--- src/rtl/core/pctbl_ram.sv ---
// generic single-write single-read ram with registered read data
module pctbl_ram #(
  parameter int WIDTH = 8,
  parameter int DEPTH = 64
) (
  input  logic                     clk,
  input  logic                     we,
  input  logic [$clog2(DEPTH)-1:0] waddr,
  input  logic [WIDTH-1:0]         wdata,
  input  logic [$clog2(DEPTH)-1:0] raddr,
  output logic [WIDTH-1:0]         rdata
);

  logic [WIDTH-1:0] mem [DEPTH];
  logic [WIDTH-1:0] rdata_r;

  // write port and registered read port
  always_ff @(posedge clk) begin
    if (we) begin
      mem[waddr] <= wdata;
    end
    rdata_r <= mem[raddr];
  end

  assign rdata = rdata_r;

endmodule

--- config.mk ---
export PLATFORM = sky130hd
export DESIGN_NAME = pctbl_ram
export DESIGN_NICKNAME = d
export VERILOG_FILES = /design/src/rtl/core/pctbl_ram.sv
export SDC_FILE = /design/constraint.sdc
export NUM_CORES = 1
export LEC_CHECK = 0
export BUFFER_PORTS_ARGS = -buffer_cell sky130_fd_sc_hd__buf_2
export CORE_ASPECT_RATIO = 1.4
export CORE_MARGIN = 2
export CORE_UTILIZATION = 25
export CTS_BUF_LIST = sky130_fd_sc_hd__clkbuf_2
export CTS_CLUSTER_DIAMETER = 30
export DETAILED_ROUTE_END_ITERATION = 7
export SETUP_SLACK_MARGIN = 0.5
export SKIP_CTS_REPAIR_TIMING = 1
export SLEW_MARGIN = 5
export SYNTH_ARGS = -nofsm -noshare
export SYNTH_HDL_FRONTEND = slang
export SYNTH_SLANG_ARGS = --single-unit
--- constraint.sdc ---
create_clock -name clk -period 2.9 [get_ports clk]
set_input_delay 0.87 -clock clk [delete_from_list [all_inputs] [get_ports clk]]
set_output_delay 0.87 -clock clk [all_outputs]
set_load 0.05 [all_outputs]
==> flow_summary.json, run 1 <==
{
  "r2r-end": "rdata[6]$_DFF_P_",
  "core_area_um2": 80200,
  "crit_required_ps": 2030,
  "track_usage": 0.118,
  "ys_seq_area_frac": 0.770,
  "firstDrtPassIters": 5,
  "drtIter0Drc": 783,
  "path_class": "reg -> out",
  "fp.dieH_um": 340,
  "io_pins": 30,
  "maxSlewHeadroom": 0.502,
  "yosys_warnings": 0,
  "max_stage_delay_ps": 410,
  "vias": 10282,
  "grt.busiest_layer": "met2",
  "synth.avg_cell_area_um2": 21.5,
  "synth_area_um2": 20200,
  "fin_crit_sh": 0.871,
  "path_delay_family": "flip-flops",
  "layout.nets": 1186,
  "clockBufferDepth": 3,
  "synth_flop_cell": "edfxtp_1",
  "cp-endpoint": "rdata[6]",
  "clock.fmax_mhz": 396,
  "cts_made_buffers": 111,
  "reg2reg_slack_ps": 810,
  "area_delta_synth_final_pct": 17.9,
  "synth_area_leaders": "edfxtp_1 76%, mux4_2 14%, nor2_1 1.5%, mux2i_1 1.1%, dfxtp_1 0.79%",
  "arrival_ps": 1650,
  "end_kind": "primary output",
  "cts_root_buf": "clkbuf_2",
  "drtAntennaViolNets": 0,
  "num_rows": 123,
  "portBuffers": 29,
  "cts_tree": "built",
  "path_buf_inv": 1,
  "period_needed_ps": 2520,
  "drive_gt1_frac": 0.390,
  "htreeDepth": 3,
  "fin_area_um2": 23800,
  "grt_pass1_vias": 11106,
  "path_depth": 1,
  "crit_path_cell_trace": "buf_8",
  "n_fill_cell": 7795,
  "hold_ws_ps": 222,
  "max-vdd-ir-drop_v": 0.000214,
  "antenna_found_initial": 8,
  "grtUsageMet3": 0.0253,
  "wl_per_cell_um": 21.2,
  "syn_inst": 940,
  "cp_slowest_cell": "dfxtp_4",
  "syn_nets": 962,
  "synthDistinctLibCells": 40,
  "min_path_type": "in -> reg",
  "dieArea_um2": 83000,
  "reg2regPathDepth": 5,
  "start_kind": "register",
  "start_util": 0.252,
  "cts.sink_count": 520,
  "p_leak_uw": 0.00767,
  "ys_seq_elements": 520,
  "synth_top_cell_area_share": 0.762,
  "overflow": 0,
  "cp_max_fo": 1,
  "final-hold-violation-count": 0,
  "drt-total-wl_mm": 48.9,
  "grt_pass1_wl_mm": 72.1,
  "finClkSkew_ps": 106,
  "grt_start_max_net_pins": 65,
  "viasPerCell": 4.45,
  "synth_top_area_cell": "edfxtp_1",
  "status": "complete, no violations",
  "path_clk_slew_ps": 110,
  "fp.dieW_um": 244,
  "clock_latency_ps": 1090,
  "rsz0062_at_grt": "true",
  "drc": 0,
  "setup_viol_count_final": 0,
  "hpwlAfterDp_mm": 33.8,
  "critPathLaunch": "rdata[6]$_DFF_P_",
  "slew_violations": 0,
  "async_flop_share": 0,
  "grtUsageMet2": 0.219,
  "dpl-instance-area_um2": 22500,
  "gp_congestion": 0.779,
  "final_core_util": 0.296,
  "powerDensity_nw_per_um2": 589,
  "worstMarginPinSlew_ps": 748,
  "grtUsageMet1": 0.129,
  "drv_cap": 0,
  "regToRegStartpoint": "mem[21][6]$_DFFE_PP_",
  "synth-edff-count": 512
}
[cell usage in the layout (no fill, tap or decap), types with 4 or more instances in the layout]
master / instances
edfxtp_1: 512
clkbuf_2: 152
mux4_2: 126
buf_4: 119
nor2_1: 83
mux2i_1: 23
nand2_1: 19
clkinv_1: 19
buf_2: 18
buf_12: 17
nor2b_1: 14
mux2_2: 13
nand3_1: 13
clkinv_2: 10
o221ai_1: 8
o22ai_1: 8
nand2b_1: 7
nor3_1: 7
buf_8: 7
dfxtp_4: 7
a221oi_1: 6
bufinv_16: 6
a211oi_1: 4
[state kept, by name, indices dropped and copies added, names as in the netlist]
signal  cells
rdata       8
mem       512
[synth_stat cells (all sizes together), types with 2 or more instances]
cell type  instances
a2111oi            2
a211oi             4
a21oi              3
a221oi             6
a22oi              3
buf               34
clkbuf            17
dfxtp              8
edfxtp           512
mux2              13
mux2i             23
mux4             126
nand2             19
nand2b             7
nand3             13
nand3b             3
nand4              2
nor2              83
nor2b             14
nor3               7
nor4               2
o2111ai            3
o21a               2
o21ai              4
o221a              2
o221ai             8
o22ai              8
o2bb2ai            3
o32ai              2
o41ai              2
[worst min path at each step]
stage / startpoint / end / slack [ps] / cells after the start
3_3_place_gp: mem[26][4]$_DFFE_PP_ / rdata[4]$_DFF_P_ / 820 / 3
5_1_grt: raddr[5] / rdata[6]$_DFF_P_ / 150 / 3
4_1_cts: raddr[5] / rdata[6]$_DFF_P_ / 80 / 3
6_report: raddr[5] / rdata[6]$_DFF_P_ / 220 / 3
3_5_place_dp: mem[26][4]$_DFFE_PP_ / rdata[4]$_DFF_P_ / 870 / 3
2_1_floorplan: mem[34][0]$_DFFE_PP_ / rdata[0]$_DFF_P_ / 720 / 4
[routing by layer]
layer,routed length (µm),vias up
li1,-,4444
met1,17800,5409
met2,26900,320
met3,2420,97
met4,1700,12
met5,77,-
[report_power, final]
part / switching, µW / internal (µW)
clock network: 2740 / 1990
logic: 550 / 383
registers: 37.2 / 8310
total: 3330 / 10700
[layout make-up]
| type | count | area, µm² | share of cell area |
|---|---|---|---|
| multi-input cells | 369 | 4320 | 0.182 |
| well taps | 1062 | 1330 | 0.0559 |
| clock inverters | 42 | 350 | 0.0147 |
| diodes | 3 | 7.51 | 0.000316 |
| repair buffers | 162 | 1440 | 0.0607 |
| flip-flops and latches | 520 | 15600 | 0.655 |
| clock buffers | 152 | 761 | 0.0320 |
[logic make-up after synthesis]
logic type	Yosys count	synth area share
DFF	520	0.770
and+or+nand+nor	153	0.0339
muxes	162	0.159
AOI/OAI and AO/OA	54	0.0207
buffers and inverters	51	0.0157
[stage by stage]
stage               setup WS, ps  total power (µW)  instances  TNS [ps]
global route                 258             14600       2309         0
finish                       375             14000       2310         0
detailed placement         -97.8              9420       2113      -192
CTS                         10.2             14100       2307         0
floorplan                    482              8990        940         0
global placement           -98.0              9410       2113      -257
Power figures use the tool's default switching activity.
==> run 2: changes to the inputs <==
BUFFER_PORTS_ARGS = -buffer_cell sky130_fd_sc_hd__buf_4   (was -buffer_cell sky130_fd_sc_hd__buf_2)
==> run 2 against run 1 <==
Compared with the run above:
- utilization decreased by 0.54 points
- sequential share of layout area up 1.2 points
- largest cell class unchanged
- sequential power hardly changed
- die area is the same
- clock-buffer cell count down 2
- register-to-register slack got worse by 30 ps
- non-clock buffer count fell by 18
- cell area shrank 1.8%
- clock power shrank 16%
- via count decreased by 1.5%
- hold slack lost 16 ps
- wire length down 2.9%
==> flow_summary.json, run 2 (synthesis results as in run 1) <==
{
  "end_kind": "primary output",
  "sw_frac_of_total": 0.239,
  "htreeDepth": 3,
  "fp.dieH_um": 340,
  "cp_max_fo": 1,
  "fp.dieW_um": 244,
  "worstMarginPinSlew_ps": 812,
  "dpl-instance-area_um2": 22400,
  "pwr-share-seq": 0.632,
  "rsz0062_at_grt": "true",
  "drive_gt1_frac": 0.372,
  "fin_area_um2": 23300,
  "path_delay_family": "flip-flops",
  "hpwlAfterDp_mm": 31.2,
  "overflow": 0,
  "maxSlewHeadroom": 0.445,
  "start_util": 0.252,
  "layout.nets": 1164,
  "arrival_ps": 1630,
  "core_area_um2": 80200,
  "clock.fmax_mhz": 400,
  "grt_start_max_net_pins": 65,
  "antenna_found_initial": 1,
  "grt_pass1_wl_mm": 70.0,
  "path_clk_slew_ps": 130,
  "grt_pass1_vias": 10703,
  "cts_made_buffers": 107,
  "cts_tree": "built",
  "portBuffers": 29,
  "drtIter0Drc": 860,
  "cts_root_buf": "clkbuf_2",
  "p_sw_uw": 3150,
  "path_buf_inv": 1,
  "start_kind": "register",
  "powerDensity_nw_per_um2": 566,
  "num_rows": 123,
  "gp_congestion": 0.767,
  "max_stage_delay_ps": 420,
  "p_leak_uw": 0.00744,
  "period_needed_ps": 2500,
  "multi_input_comb_area_um2": 4320,
  "setup_viol_count_final": 0,
  "viasPerCell": 4.45,
  "clkPwrFrac": 0.299,
  "n_fill_cell": 7801,
  "drt-total-wl_mm": 47.5,
  "clockBufferDepth": 3,
  "fin_crit_sh": 0.862,
  "firstDrtPassIters": 5,
  "cts.sink_count": 520,
  "track_usage": 0.115,
  "drv_cap": 0,
  "p_int_uw": 10100,
  "max-vdd-ir-drop_v": 0.000223,
  "dieArea_um2": 83000,
  "comb_power_share": 0.068,
  "crit_required_ps": 2030,
  "area_delta_synth_final_pct": 15.7,
  "mostFrequentLayoutCell": "edfxtp_1",
  "min_path_type": "in -> reg",
  "slew_violations": 0,
  "fin_total_pwr_uw": 13200,
  "post-place-ws_ps": -326,
  "io_pins": 30,
  "largest_register_ffs": 512,
  "path_class": "reg -> out",
  "vias": 10129,
  "clock_latency_ps": 1050,
  "cp_slowest_cell": "dfxtp_4",
  "finClkSkew_ps": 96.8,
  "crit_path_cell_trace": "buf_8",
  "mostFrequentLayoutCells": "512 x edfxtp_1, 150 x clkbuf_2, 126 x mux4_2, 126 x buf_4, 83 x nor2_1",
  "seq_area_um2": 15600,
  "setup_slack_ps": 400,
  "drc": 0,
  "drtAntennaViolNets": 0,
  "wl_per_cell_um": 20.9,
  "final-hold-violation-count": 0,
  "status": "complete, no violations",
  "regMostFlops": "mem"
}
-- run 2: power groups by stage --
| stage | logic, µW | registers, µW | clock network, µW |
|---|---|---|---|
| final | 902 | 8350 | 3950 |
| after global routing | 960 | 8360 | 4450 |
| after CTS | 901 | 8340 | 4130 |
| after detailed placement | 900 | 8510 | 0 |
| after global placement | 887 | 8510 | 0 |
| after floorplan | 451 | 8540 | 0 |
-- run 2: final cells by class --
class | instances | area share
Sequential cell | 520 | 0.667
Multi-Input combinational cell | 369 | 0.185
Tap cell | 1062 | 0.0569
Timing Repair Buffer | 144 | 0.0540
Clock buffer | 150 | 0.0322
Clock inverter | 28 | 0.00504
Antenna cell | 2 | 0.000214
-- run 2: final timing paths --
check,end,start,cells after the start,slack (ps)
setup / recovery,rdata[2],rdata[2]$_DFF_P_,1,400
hold / removal,rdata[6]$_DFF_P_,raddr[5],2,210
setup reg to reg,rdata[3]$_DFF_P_,mem[2][3]$_DFFE_PP_,5,780
hold reg to reg,rdata[1]$_DFF_P_,mem[22][1]$_DFFE_PP_,4,840
-- run 2: through the flow --
| step | TNS, ps | hold slack (ps) | utilization | std cells |
|---|---|---|---|---|
| after global placement | -821 | 802 | 0.279 | 2095 |
| final | 0 | 206 | 0.291 | 2275 |
| after floorplan | 0 | 718 | - | 940 |
| after global routing | 0 | 130 | 0.291 | 2274 |
| after detailed placement | -601 | 815 | 0.279 | 2095 |
| after CTS | 0 | 91.4 | 0.290 | 2273 |
-- run 2: metal layers --
layer  vias up  track usage  share of wire  routed length [µm]
li1       4394            -              -                   -
met1      5298        0.127           0.37               17600
met2       335        0.205           0.53               25300
met3       102       0.0276          0.057                2700
met4         0       0.0560          0.041                1940
met5         -            0              0                   0
