<file path="config.mk">
export PLATFORM = sky130hd
export DESIGN_NAME = pctbl_div
export DESIGN_NICKNAME = d
export VERILOG_FILES = /design/src/rtl/core/pctbl_pkg.sv /design/src/rtl/core/pctbl_div.sv
export SDC_FILE = /design/constraint.sdc
export NUM_CORES = 1
export LEC_CHECK = 0
export BUFFER_PORTS_ARGS = -buffer_cell sky130_fd_sc_hd__buf_2
export CAP_MARGIN = 20
export CORE_MARGIN = 4
export CORE_UTILIZATION = 30
export CTS_BUF_LIST = sky130_fd_sc_hd__clkbuf_4
export DETAILED_ROUTE_END_ITERATION = 16
export PLACE_DENSITY_LB_ADDON = 0.05
export SYNTH_ARGS = -nofsm -noshare
export SYNTH_HDL_FRONTEND = slang
export SYNTH_SLANG_ARGS = --single-unit
</file>
<file path="constraint.sdc">
create_clock -name clk -period 2.75 [get_ports clk]
set_clock_uncertainty 0.05 [all_clocks]
set_input_delay 0.1375 -clock clk [delete_from_list [all_inputs] [get_ports clk]]
set_output_delay 0.1375 -clock clk [all_outputs]
set_load 0.01 [all_outputs]
</file>
<file path="src/rtl/core/pctbl_pkg.sv">
// shared types and constants of the per-client token bucket limiter
package pctbl_pkg;

  // one table entry as held in the entry memory
  typedef struct packed {
    logic [63:0] key_high;
    logic [63:0] key_low;
    logic [31:0] tokens;
    logic [47:0] refill_time;
    logic [47:0] seen_time;
  } entry_t;

  localparam int ENTRY_W = $bits(entry_t);

  // shared divider widths
  localparam int DIVD_W = 42;
  localparam int DIVS_W = 32;

  // operation codes
  localparam logic OP_REQUEST = 1'b0;
  localparam logic OP_CLEANUP = 1'b1;

  // configuration register indexes
  localparam logic [1:0] CFG_ENABLE = 2'd0;
  localparam logic [1:0] CFG_RATE   = 2'd1;
  localparam logic [1:0] CFG_BURST  = 2'd2;
  localparam logic [1:0] CFG_MAXENT = 2'd3;

  // fixed-point constants
  localparam logic [32:0] ONE_TOKEN    = 33'h1_0000;
  // ceil(2^46 / 125): y * MS_RECIP >> 46 is floor(y / 125) for y below 2^39
  localparam logic [39:0] MS_RECIP     = 40'd562949953422;
  localparam logic [63:0] REFILL_LIMIT = 64'd1000 << 32;
  localparam logic [7:0]  MAX_ENT_RST  = 8'd64;

endpackage

</file>
<file path="src/rtl/core/pctbl_div.sv">
// iterative restoring divider, one quotient bit per cycle
module pctbl_div (
  input  logic                           clk,
  input  logic                           rst_n,
  input  logic                           start,
  input  logic [pctbl_pkg::DIVD_W-1:0]   dividend,
  input  logic [pctbl_pkg::DIVS_W-1:0]   divisor,
  output logic                           busy,
  output logic                           done,
  output logic [pctbl_pkg::DIVD_W-1:0]   quotient
);
  import pctbl_pkg::*;

  localparam int CNT_W = $clog2(DIVD_W + 1);

  logic [DIVD_W-1:0] quo_r, quo_nxt;
  logic [DIVS_W:0]   rem_r, rem_nxt;
  logic [DIVS_W-1:0] dvs_r, dvs_nxt;
  logic [CNT_W-1:0]  cnt_r, cnt_nxt;
  logic              busy_r, busy_nxt;
  logic              done_r, done_nxt;
  logic [DIVS_W:0]   rem_sh;

  // one shift-and-subtract step per cycle
  always_comb begin
    quo_nxt  = quo_r;
    rem_nxt  = rem_r;
    dvs_nxt  = dvs_r;
    cnt_nxt  = cnt_r;
    busy_nxt = busy_r;
    done_nxt = 1'b0;
    rem_sh   = {rem_r[DIVS_W-1:0], quo_r[DIVD_W-1]};
    if (start) begin
      quo_nxt  = dividend;
      rem_nxt  = '0;
      dvs_nxt  = divisor;
      cnt_nxt  = CNT_W'(DIVD_W);
      busy_nxt = 1'b1;
    end else if (busy_r) begin
      if (rem_sh >= {1'b0, dvs_r}) begin
        rem_nxt = rem_sh - {1'b0, dvs_r};
        quo_nxt = {quo_r[DIVD_W-2:0], 1'b1};
      end else begin
        rem_nxt = rem_sh;
        quo_nxt = {quo_r[DIVD_W-2:0], 1'b0};
      end
      cnt_nxt = cnt_r - 1'b1;
      if (cnt_r == CNT_W'(1)) begin
        busy_nxt = 1'b0;
        done_nxt = 1'b1;
      end
    end
  end

  always_ff @(posedge clk) begin
    if (!rst_n) begin
      busy_r <= 1'b0;
      done_r <= 1'b0;
      cnt_r  <= '0;
    end else begin
      busy_r <= busy_nxt;
      done_r <= done_nxt;
      cnt_r  <= cnt_nxt;
    end
    quo_r <= quo_nxt;
    rem_r <= rem_nxt;
    dvs_r <= dvs_nxt;
  end

  assign busy     = busy_r;
  assign done     = done_r;
  assign quotient = quo_r;

  // divider never restarts mid-division
  a_no_restart: assert property (@(posedge clk) disable iff (!rst_n)
    start |-> !busy_r) else $error("divider restarted while busy");

endmodule

</file>
==> results.yml, run 1 <==
cells_and_area:
  fillers: 2022
  regArea_um2: 3020
  drive_above_1_share: 0.399
  area_growth_pct: 50.0
  multi_input_area_um2: 3510
  utilization: 0.459
  final_nets: 1022
global_routing:
  met2_usage: 0.261
  grt_pass1_vias: 5833
  gr-usage-all-layers: 0.151
  grt_use_met1: 0.186
  antenna_found_initial: 1
  grt.busiest_layer: "met2"
  grt_overflow: 0
  gr-usage-met3: 0.0462
  grt_max_degree: 43
  grt_pass1_wl_mm: 29.3
placed_design:
  gp_congestion: 0.829
  portBuffers: 120
  hpwl_mm: 12.7
logic_synthesis:
  netlist_area_um2: 6450
  synth.avg_cell_area_um2: 10.5
  seq_area_frac_synth: 0.468
  synth_warnings: 0
  synthesis.nets: 725
  ys_types: 57
  ys.flop_type: "edfxtp_1"
  synth_edf_count: 74
  ys_ff_latch: 114
  syn_inst: 613
  synthArstFlopShare: 0
outcome:
  status: "finished with violations"
  violations: "negative setup slack"
power_and_ir_drop:
  p_per_area_nw_per_um2: 521
  peakVddDrop_mv: 0.328
  p_leak_nw: 4.09
drt:
  drt-wirelength-per-cell_um: 15.0
  ant_nets: 0
  vias_per_cell: 4.71
  num_vias: 5645
  drtIter0Drc: 143
  firstDrtPassIters: 4
  drc: 0
  routed_wl_mm: 18.0
clock_network:
  clock-root-buffer: "clkbuf_4"
  cts_tree: "done"
  insertion_delay_ns: 0.54
  h-tree-depth: 4
  clk_pin_slew_ns: 0.14
  clock_sinks: 114
  clockBufferDepth: 2
  cts_buffers: 17
min_path:
  min_to: "dvs_r[8]"
  hold_class: "in2reg"
  whs_path_depth: 2
  min_from: "divisor[8]"
timing:
  relSlewSlack: 0.647
  whs_ns: 0.247
  tightest_slew_ns: 0.527
  fmax_ghz: 0.353
  final.period_utilization: 1.03
  setup_viol: 27
  final.setup.worst_slack_ns: -0.0815
  rsz0062_at_grt: "true"
  finalHoldViolations: 0
  final_max_slew_viol_count: 0
  period_needed_ns: 2.83
floorplanning:
  die_x_um: 155
  die_area_um2: 23900
  start_util: 0.306
  coreArea_um2: 21100
  rows: 53
  die_h_um: 155
  design.portCount: 121
worst_setup_path:
  reg2reg_from: "dvs_r[8]"
  r2r_cells: 12
  path_class: "reg2reg"
  reg2reg_slack_ns: -0.08
  worstPathArrival_ns: 3.17
  crit_fanout: 6
  rr_endpoint: "rem_r[13]"
  end_kind: "flip-flop"
  startpoint_type: "flip-flop"
  critical_path_required_ns: 3.09
run:
  cap_violations: 0
## where the power goes
part           leakage, nW  total [W]  switching (W)  internal, W
sequential            1.07    0.00208      0.0000900      0.00199
clock                0.155    0.00138       0.000718     0.000664
combinational         2.87    0.00158       0.000748     0.000834
total                 4.09    0.00505        0.00156      0.00349
## per-layer routing
metal,routed length [µm],vias up
met2,8500,130
li1,-,2857
met3,994,16
met4,190,0
met5,0,-
met1,8350,2642
## cells in the mapped netlist (8+ instances only)
cell       n  share of area
mux2_2    42          0.073
nor2_1    52          0.030
clkbuf_1  22          0.013
a211oi_1  30          0.035
o21a_1    11          0.013
inv_1     42          0.024
xor2_1    14          0.019
edfxtp_1  74           0.34
o21ai_0   18          0.014
a21oi_1   34          0.026
xnor2_1   17          0.023
nand2_1   34          0.020
dfxtp_1   40           0.12
nor3_1     9         0.0070
ha_1      34          0.066
nor2b_1    8         0.0078
mux2i_1   24          0.037
a21o_1    18          0.021
## cells by family after synthesis
family          synth area share
flops                      0.468
simple gates               0.101
xor+xnor                  0.0421
compound gates             0.162
mux                        0.110
fa+ha+maj                 0.0690
buf+inv                   0.0471
## stage by stage
step	setup TNS [ns]	instance area (µm²)	cells	power, W	worst slack [ns]
after CTS	-0.554	9440	1185	0.00505	-0.0608
after global placement	-3.36	8070	1071	0.00344	-0.189
after floorplan	0	6490	613	0.00288	0.0232
after global routing	-5.02	9680	1199	0.00538	-0.204
final	-0.802	9680	1199	0.00505	-0.0815
after detailed placement	-2.87	8070	1071	0.00345	-0.186
## sequential cells by signal, summed over array words and instances (netlist names)
signal and cells:
busy 1, quotient 42, rem_r 32, cnt_r 6, dvs_r 32, done 1
## layout by cell type, fill, tap and decap left out, types with 8 or more instances in the layout
cell type	instances
a211oi_1	27
a21o_1	18
a21oi_1	26
a21oi_2	8
buf_2	119
buf_4	105
clkbuf_4	20
dfxtp_1	39
dlygate4sd3_1	76
edfxtp_1	74
ha_1	24
ha_4	10
inv_1	37
mux2_2	42
mux2i_1	23
nand2_1	32
nor2_1	51
o21a_1	11
o21ai_0	15
xnor2_1	15
xor2_1	14
## cell type report
type                    instances  share of cell area
well taps                     275              0.0355
inverters                      42              0.0163
repair buffers                310               0.242
clock inverters                12              0.0165
flip-flops and latches        114               0.312
clock buffers                  20              0.0155
diodes                          1            0.000258
multi-input cells             425               0.362
## worst max path at each step
stage / end / depth (start not counted) / from / slack (ns)
floorplan: rem_r[30] / 13 / dvs_r[15] / 0.02
finish: rem_r[13] / 12 / dvs_r[8] / -0.08
detailed placement: rem_r[0] / 12 / dvs_r[12] / -0.19
CTS: rem_r[25] / 12 / dvs_r[8] / -0.06
global route: rem_r[11] / 12 / dvs_r[12] / -0.20
global placement: rem_r[0] / 12 / dvs_r[12] / -0.19
## repair_timing
action | in CTS | in global routing
resized for setup | 41 | 29
setup buffers | 5 | 13
gates cloned | 2 | 1
endpoints found under the setup margin | 33 | 33
hold endpoints to repair | 96 | 0
hold buffers | 76 | 0
pin swaps | 29 | 17
## worst max-delay path, cell delays in order, from the launching register on
cell and delay (ns):
edfxtp_1 0.37, inv_2 0.05, ha_4 0.28, and4_4 0.23, and3_4 0.19, a21boi_4 0.24
nor4bb_4 0.08, o41a_1 0.37, o21ai_4 0.22, buf_4 0.17, clkbuf_16 0.15, mux2i_1 0.19
a211oi_1 0.09
(Power assumes the default switching activity.)
==> run 2, diff against run 1 <==
--- a/config.mk
+++ b/config.mk
@@ -12,6 +12,7 @@
 export CTS_BUF_LIST = sky130_fd_sc_hd__clkbuf_4
 export DETAILED_ROUTE_END_ITERATION = 16
 export PLACE_DENSITY_LB_ADDON = 0.05
+export REMOVE_ABC_BUFFERS = 1
 export SYNTH_ARGS = -nofsm -noshare
 export SYNTH_HDL_FRONTEND = slang
 export SYNTH_SLANG_ARGS = --single-unit
==> results.yml, run 2 (synthesis results as in run 1) <==
outcome:
  status: "finished with violations"
  violations: "negative setup slack"
power_and_ir_drop:
  power.internal_w: 0.00332
  power.switching_w: 0.00164
  p_leak_nw: 4.10
  seq_power_share: 0.420
  power_w: 0.00496
  p_per_area_nw_per_um2: 511
  power_frac_comb: 0.327
  peakVddDrop_mv: 0.263
  switching_share: 0.330
  clockPowerShare: 0.253
drt:
  drt-wirelength-per-cell_um: 15.1
  vias_per_cell: 4.80
  drtIter0Drc: 232
  ant_nets: 0
  routed_wl_mm: 18.1
  num_vias: 5777
  firstDrtPassIters: 4
  drc: 0
worst_setup_path:
  cpPeakStageDelay_ns: 0.48
  cp_num_buf_inv: 3
  end_kind: "flip-flop"
  path_class: "reg2reg"
  cp_slowest_cell: "o41a_1"
  worstPathArrival_ns: 3.19
  r2r_cells: 12
  cp_common_cell: "buf_12"
  crit_fanout: 11
  path_depth: 12
  cp_top_family: "compound AO/OA/AOI/OAI gates"
  crit_chain: "inv_2 > ha_4 > nand2_4 > o211ai_1 > o2111ai_2 > o2bb2ai_2 > o41a_1 > o21ai_4 > buf_12 > buf_12 > mux2i_1 > a211oi_1"
  startpoint_type: "flip-flop"
  critical_path_required_ns: 3.09
timing:
  final.setup.worst_slack_ns: -0.107
  setup_viol: 32
  period_needed_ns: 2.86
  fmax_ghz: 0.350
  tightest_slew_ns: 0.596
  relSlewSlack: 0.603
  rsz0062_at_grt: "true"
  whs_ns: 0.0877
  final_max_slew_viol_count: 0
  final.period_utilization: 1.04
  finalHoldViolations: 0
  setup_tns_ns: -2.10
cells_and_area:
  fillers: 2029
  largest_reg_flops: 42
  layout.cells.non_filler: 1203
  mostFrequentLayoutCells: "119 x buf_2, 111 x buf_4, 75 x dlygate4sd3_1, 74 x edfxtp_1, 51 x nor2_1"
  final_nets: 1026
  final_common_cell: "buf_2"
  area_growth_pct: 50.4
  drive_above_1_share: 0.399
run:
  cap_violations: 0
floorplanning:
  die_area_um2: 23900
  coreArea_um2: 21100
  die_x_um: 155
  design.portCount: 121
  die_h_um: 155
  rows: 53
  start_util: 0.306
placed_design:
  portBuffers: 120
  hpwl_mm: 12.4
  place_ws_ns: -0.271
  dp.cells: 1074
  gp_congestion: 0.830
global_routing:
  antenna_found_initial: 1
  grt_overflow: 0
  grt_pass1_vias: 6156
  gr-usage-all-layers: 0.154
  grt_pass1_wl_mm: 30.2
  grt_max_degree: 73
clock_network:
  cts_buffers: 17
  clk_pin_slew_ns: 0.12
  insertion_delay_ns: 0.53
  clock-root-buffer: "clkbuf_4"
  cts_tree: "done"
  clock_sinks: 114
  h-tree-depth: 4
  clockBufferDepth: 2
min_path:
  hold_class: "in2reg"
  whs_path_depth: 4
-- run 2: changes by cell type in the layout (fill, tap and decap cells not counted), moves of 4 or more --
cell,previous run,this run
buf_4,105,111
inv_6,0,7
ha_1,24,20
ha_4,10,14
-- run 2: layout make-up --
class | count | area [µm²] | area share
flip-flops and latches | 114 | 3020 | 0.312
clock buffers | 17 | 128 | 0.0131
clock inverters | 15 | 145 | 0.0150
inverters | 42 | 158 | 0.0162
repair buffers | 314 | 2370 | 0.244
well taps | 275 | 344 | 0.0354
multi-input cells | 425 | 3540 | 0.364
diodes | 1 | 2.50 | 0.000258
-- run 2: power by group through the flow --
| stage | clock network (W) | registers (W) | logic (W) |
|---|---|---|---|
| floorplan | 0 | 0.00214 | 0.000696 |
| finish | 0.00125 | 0.00208 | 0.00162 |
| CTS | 0.00132 | 0.00208 | 0.00155 |
| global route | 0.00141 | 0.00210 | 0.00178 |
| global placement | 0 | 0.00211 | 0.00132 |
| detailed placement | 0 | 0.00211 | 0.00133 |
-- run 2: worst min-delay path: stages --
cell     delay (ns)
buf_4          0.14
nor2_1         0.13
a21oi_1        0.15
o21ai_1        0.07
-- run 2: repair_timing --
action | 4_1_cts | 5_1_grt
gates cloned | 2 | 2
buffers inserted | 13 | 6
endpoints found under the hold margin | 82 | 0
resized for setup | 42 | 30
hold buffers | 75 | 0
endpoints found under the setup margin | 33 | 33
pin swaps | 42 | 24
-- run 2: through the flow --
stage | cell area [µm²] | utilization
final | 9710 | 0.460
after global routing | 9710 | 0.460
after CTS | 9490 | 0.450
after global placement | 8040 | 0.381
after detailed placement | 8040 | 0.381
after floorplan | 6310 | -
-- run 2: path summary, 6_finish.rpt --
kind             start   endpoint  slack, ns
min              start  rem_r[26]       0.09
min reg2reg   rem_r[4]   rem_r[4]       0.46
max          dvs_r[12]  rem_r[17]      -0.11
max reg2reg  dvs_r[12]  rem_r[17]      -0.11
-- run 2: metal layers --
metal / track usage / part of all wire / vias up / wire length [µm]
met3: 0.0453 / 0.053 / 15 / 968
met5: 0 / 0 / - / 0
met4: 0.0357 / 0.013 / 0 / 241
li1: - / - / 2871 / -
met1: 0.194 / 0.46 / 2750 / 8340
met2: 0.259 / 0.47 / 141 / 8580
==> run 3, diff against run 2 <==
--- a/config.mk
+++ b/config.mk
@@ -5,7 +5,7 @@
 export SDC_FILE = /design/constraint.sdc
 export NUM_CORES = 1
 export LEC_CHECK = 0
-export BUFFER_PORTS_ARGS = -buffer_cell sky130_fd_sc_hd__buf_2
+export BUFFER_PORTS_ARGS = -buffer_cell sky130_fd_sc_hd__clkbuf_2
 export CAP_MARGIN = 20
 export CORE_MARGIN = 4
 export CORE_UTILIZATION = 30
==> results.yml, run 3 (synthesis results as in run 1) <==
min_path:
  whs_path_depth: 4
  min_to: "rem_r[26]"
  hold_class: "in2reg"
  min_from: "start"
timing:
  final.setup.worst_slack_ns: -0.0504
  relSlewSlack: 0.575
  fmax_ghz: 0.357
  setup_tns_ns: -0.198
  period_needed_ns: 2.80
  finalHoldViolations: 0
  final_max_slew_viol_count: 0
  setup_viol: 10
  final.period_utilization: 1.02
  rsz0062_at_grt: "true"
  whs_ns: 0.0628
  tightest_slew_ns: 0.637
power_and_ir_drop:
  peakVddDrop_mv: 0.273
  p_leak_nw: 4.15
  p_per_area_nw_per_um2: 516
  power_w: 0.00502
floorplanning:
  die_h_um: 155
  coreArea_um2: 21100
  rows: 53
  start_util: 0.306
  design.portCount: 121
  die_x_um: 155
  die_area_um2: 23900
global_routing:
  grt_overflow: 0
  gr-usage-all-layers: 0.151
  antenna_found_initial: 1
  grt_pass1_wl_mm: 29.4
  grt_pass1_vias: 6002
  grt_max_degree: 112
cells_and_area:
  layout.cells.non_filler: 1204
  drive_above_1_share: 0.403
  final_common_cell: "clkbuf_2"
  mostFrequentLayoutCells: "119 x clkbuf_2, 112 x buf_4, 75 x dlygate4sd3_1, 74 x edfxtp_1, 51 x nor2_1"
  largest_reg_flops: 42
  final_nets: 1027
  area_growth_pct: 51.0
clock_network:
  clockBufferDepth: 2
  h-tree-depth: 4
  clk_pin_slew_ns: 0.13
  cts_buffers: 17
  cts_tree: "done"
  insertion_delay_ns: 0.53
  clock_sinks: 114
  clock-root-buffer: "clkbuf_4"
worst_setup_path:
  rr_endpoint: "quotient[0]"
  end_kind: "flip-flop"
  startpoint_type: "flip-flop"
  cp_num_buf_inv: 5
  cp_slowest_cell: "edfxtp_1"
  r2r_cells: 13
  path_class: "reg2reg"
  crit_fanout: 4
  worstPathArrival_ns: 3.05
  cpPeakStageDelay_ns: 0.43
  crit_chain: "inv_2 > ha_4 > a21oi_4 > o21ai_1 > buf_4 > nor2_2 > nor4bb_4 > o41a_1 > o21ai_4 > buf_12 > buf_12 > clkbuf_16 > mux2_2"
  cp_common_cell: "buf_12"
  critical_path_required_ns: 2.99
  reg2reg_from: "dvs_r[20]"
  reg2reg_slack_ns: -0.05
  cp_top_family: "buffers and inverters"
outcome:
  violations: "negative setup slack"
  status: "finished with violations"
drt:
  ant_nets: 0
  num_vias: 5656
  drc: 0
  drt-wirelength-per-cell_um: 15.1
  drtIter0Drc: 208
  firstDrtPassIters: 4
  vias_per_cell: 4.70
  routed_wl_mm: 18.1
placed_design:
  portBuffers: 120
  gp_congestion: 0.827
  dp.cells: 1073
  hpwl_mm: 12.3
run:
  cap_violations: 0
run 3: timing repair:
| item | 4_1_cts | 5_1_grt |
|---|---|---|
| hold endpoints to repair | 82 | 0 |
| hold buffers | 75 | 0 |
| endpoints found under the setup margin | 33 | 33 |
| pin swaps | 34 | 11 |
| cloned | 2 | 2 |
| gates resized for setup | 48 | 30 |
| setup buffers | 14 | 5 |
run 3: cell type report:
cell class	instances	area (µm²)
diodes	1	2.50
clock buffers	18	135
clock inverters	14	156
fillers	2017	11300
inverters	42	158
multi-input cells	425	3530
flip-flops and latches	114	3020
well taps	275	344
repair buffers	315	2390
run 3: metrics by stage:
stage | setup WS, ns | area (µm²) | utilization
after floorplan | -0.869 | 6310 | -
after CTS | -0.0686 | 9550 | 0.453
after global routing | -0.205 | 9750 | 0.462
final | -0.0504 | 9750 | 0.462
after global placement | -0.225 | 8030 | 0.381
after detailed placement | -0.242 | 8030 | 0.381
run 3: worst max-delay path by stage:
stage,from,depth (start not counted),slack [ns],endpoint
after floorplan,dvs_r[8],11,-0.87,rem_r[0]
after global placement,dvs_r[7],12,-0.23,rem_r[28]
after detailed placement,dvs_r[7],12,-0.24,rem_r[0]
after CTS,dvs_r[9],12,-0.07,quotient[0]
after global routing,dvs_r[9],12,-0.20,rem_r[18]
final,dvs_r[20],13,-0.05,quotient[0]
run 3: power breakdown:
| part | leakage [nW] | switching (W) | internal, W |
|---|---|---|---|
| clock network | 0.148 | 0.000754 | 0.000564 |
| registers | 1.07 | 0.0000931 | 0.00200 |
| logic | 2.93 | 0.000764 | 0.000855 |
run 3: worst min-delay path, delay by kind of cell:
family          cells  cell delay [ns]
simple gates        1             0.12
buf+inv             1             0.12
compound gates      2             0.22
run 3: routing by layer:
layer / track usage / wire length, µm
met5: 0 / 0
met4: 0.0362 / 187
met3: 0.0445 / 890
met2: 0.259 / 8800
met1: 0.188 / 8260
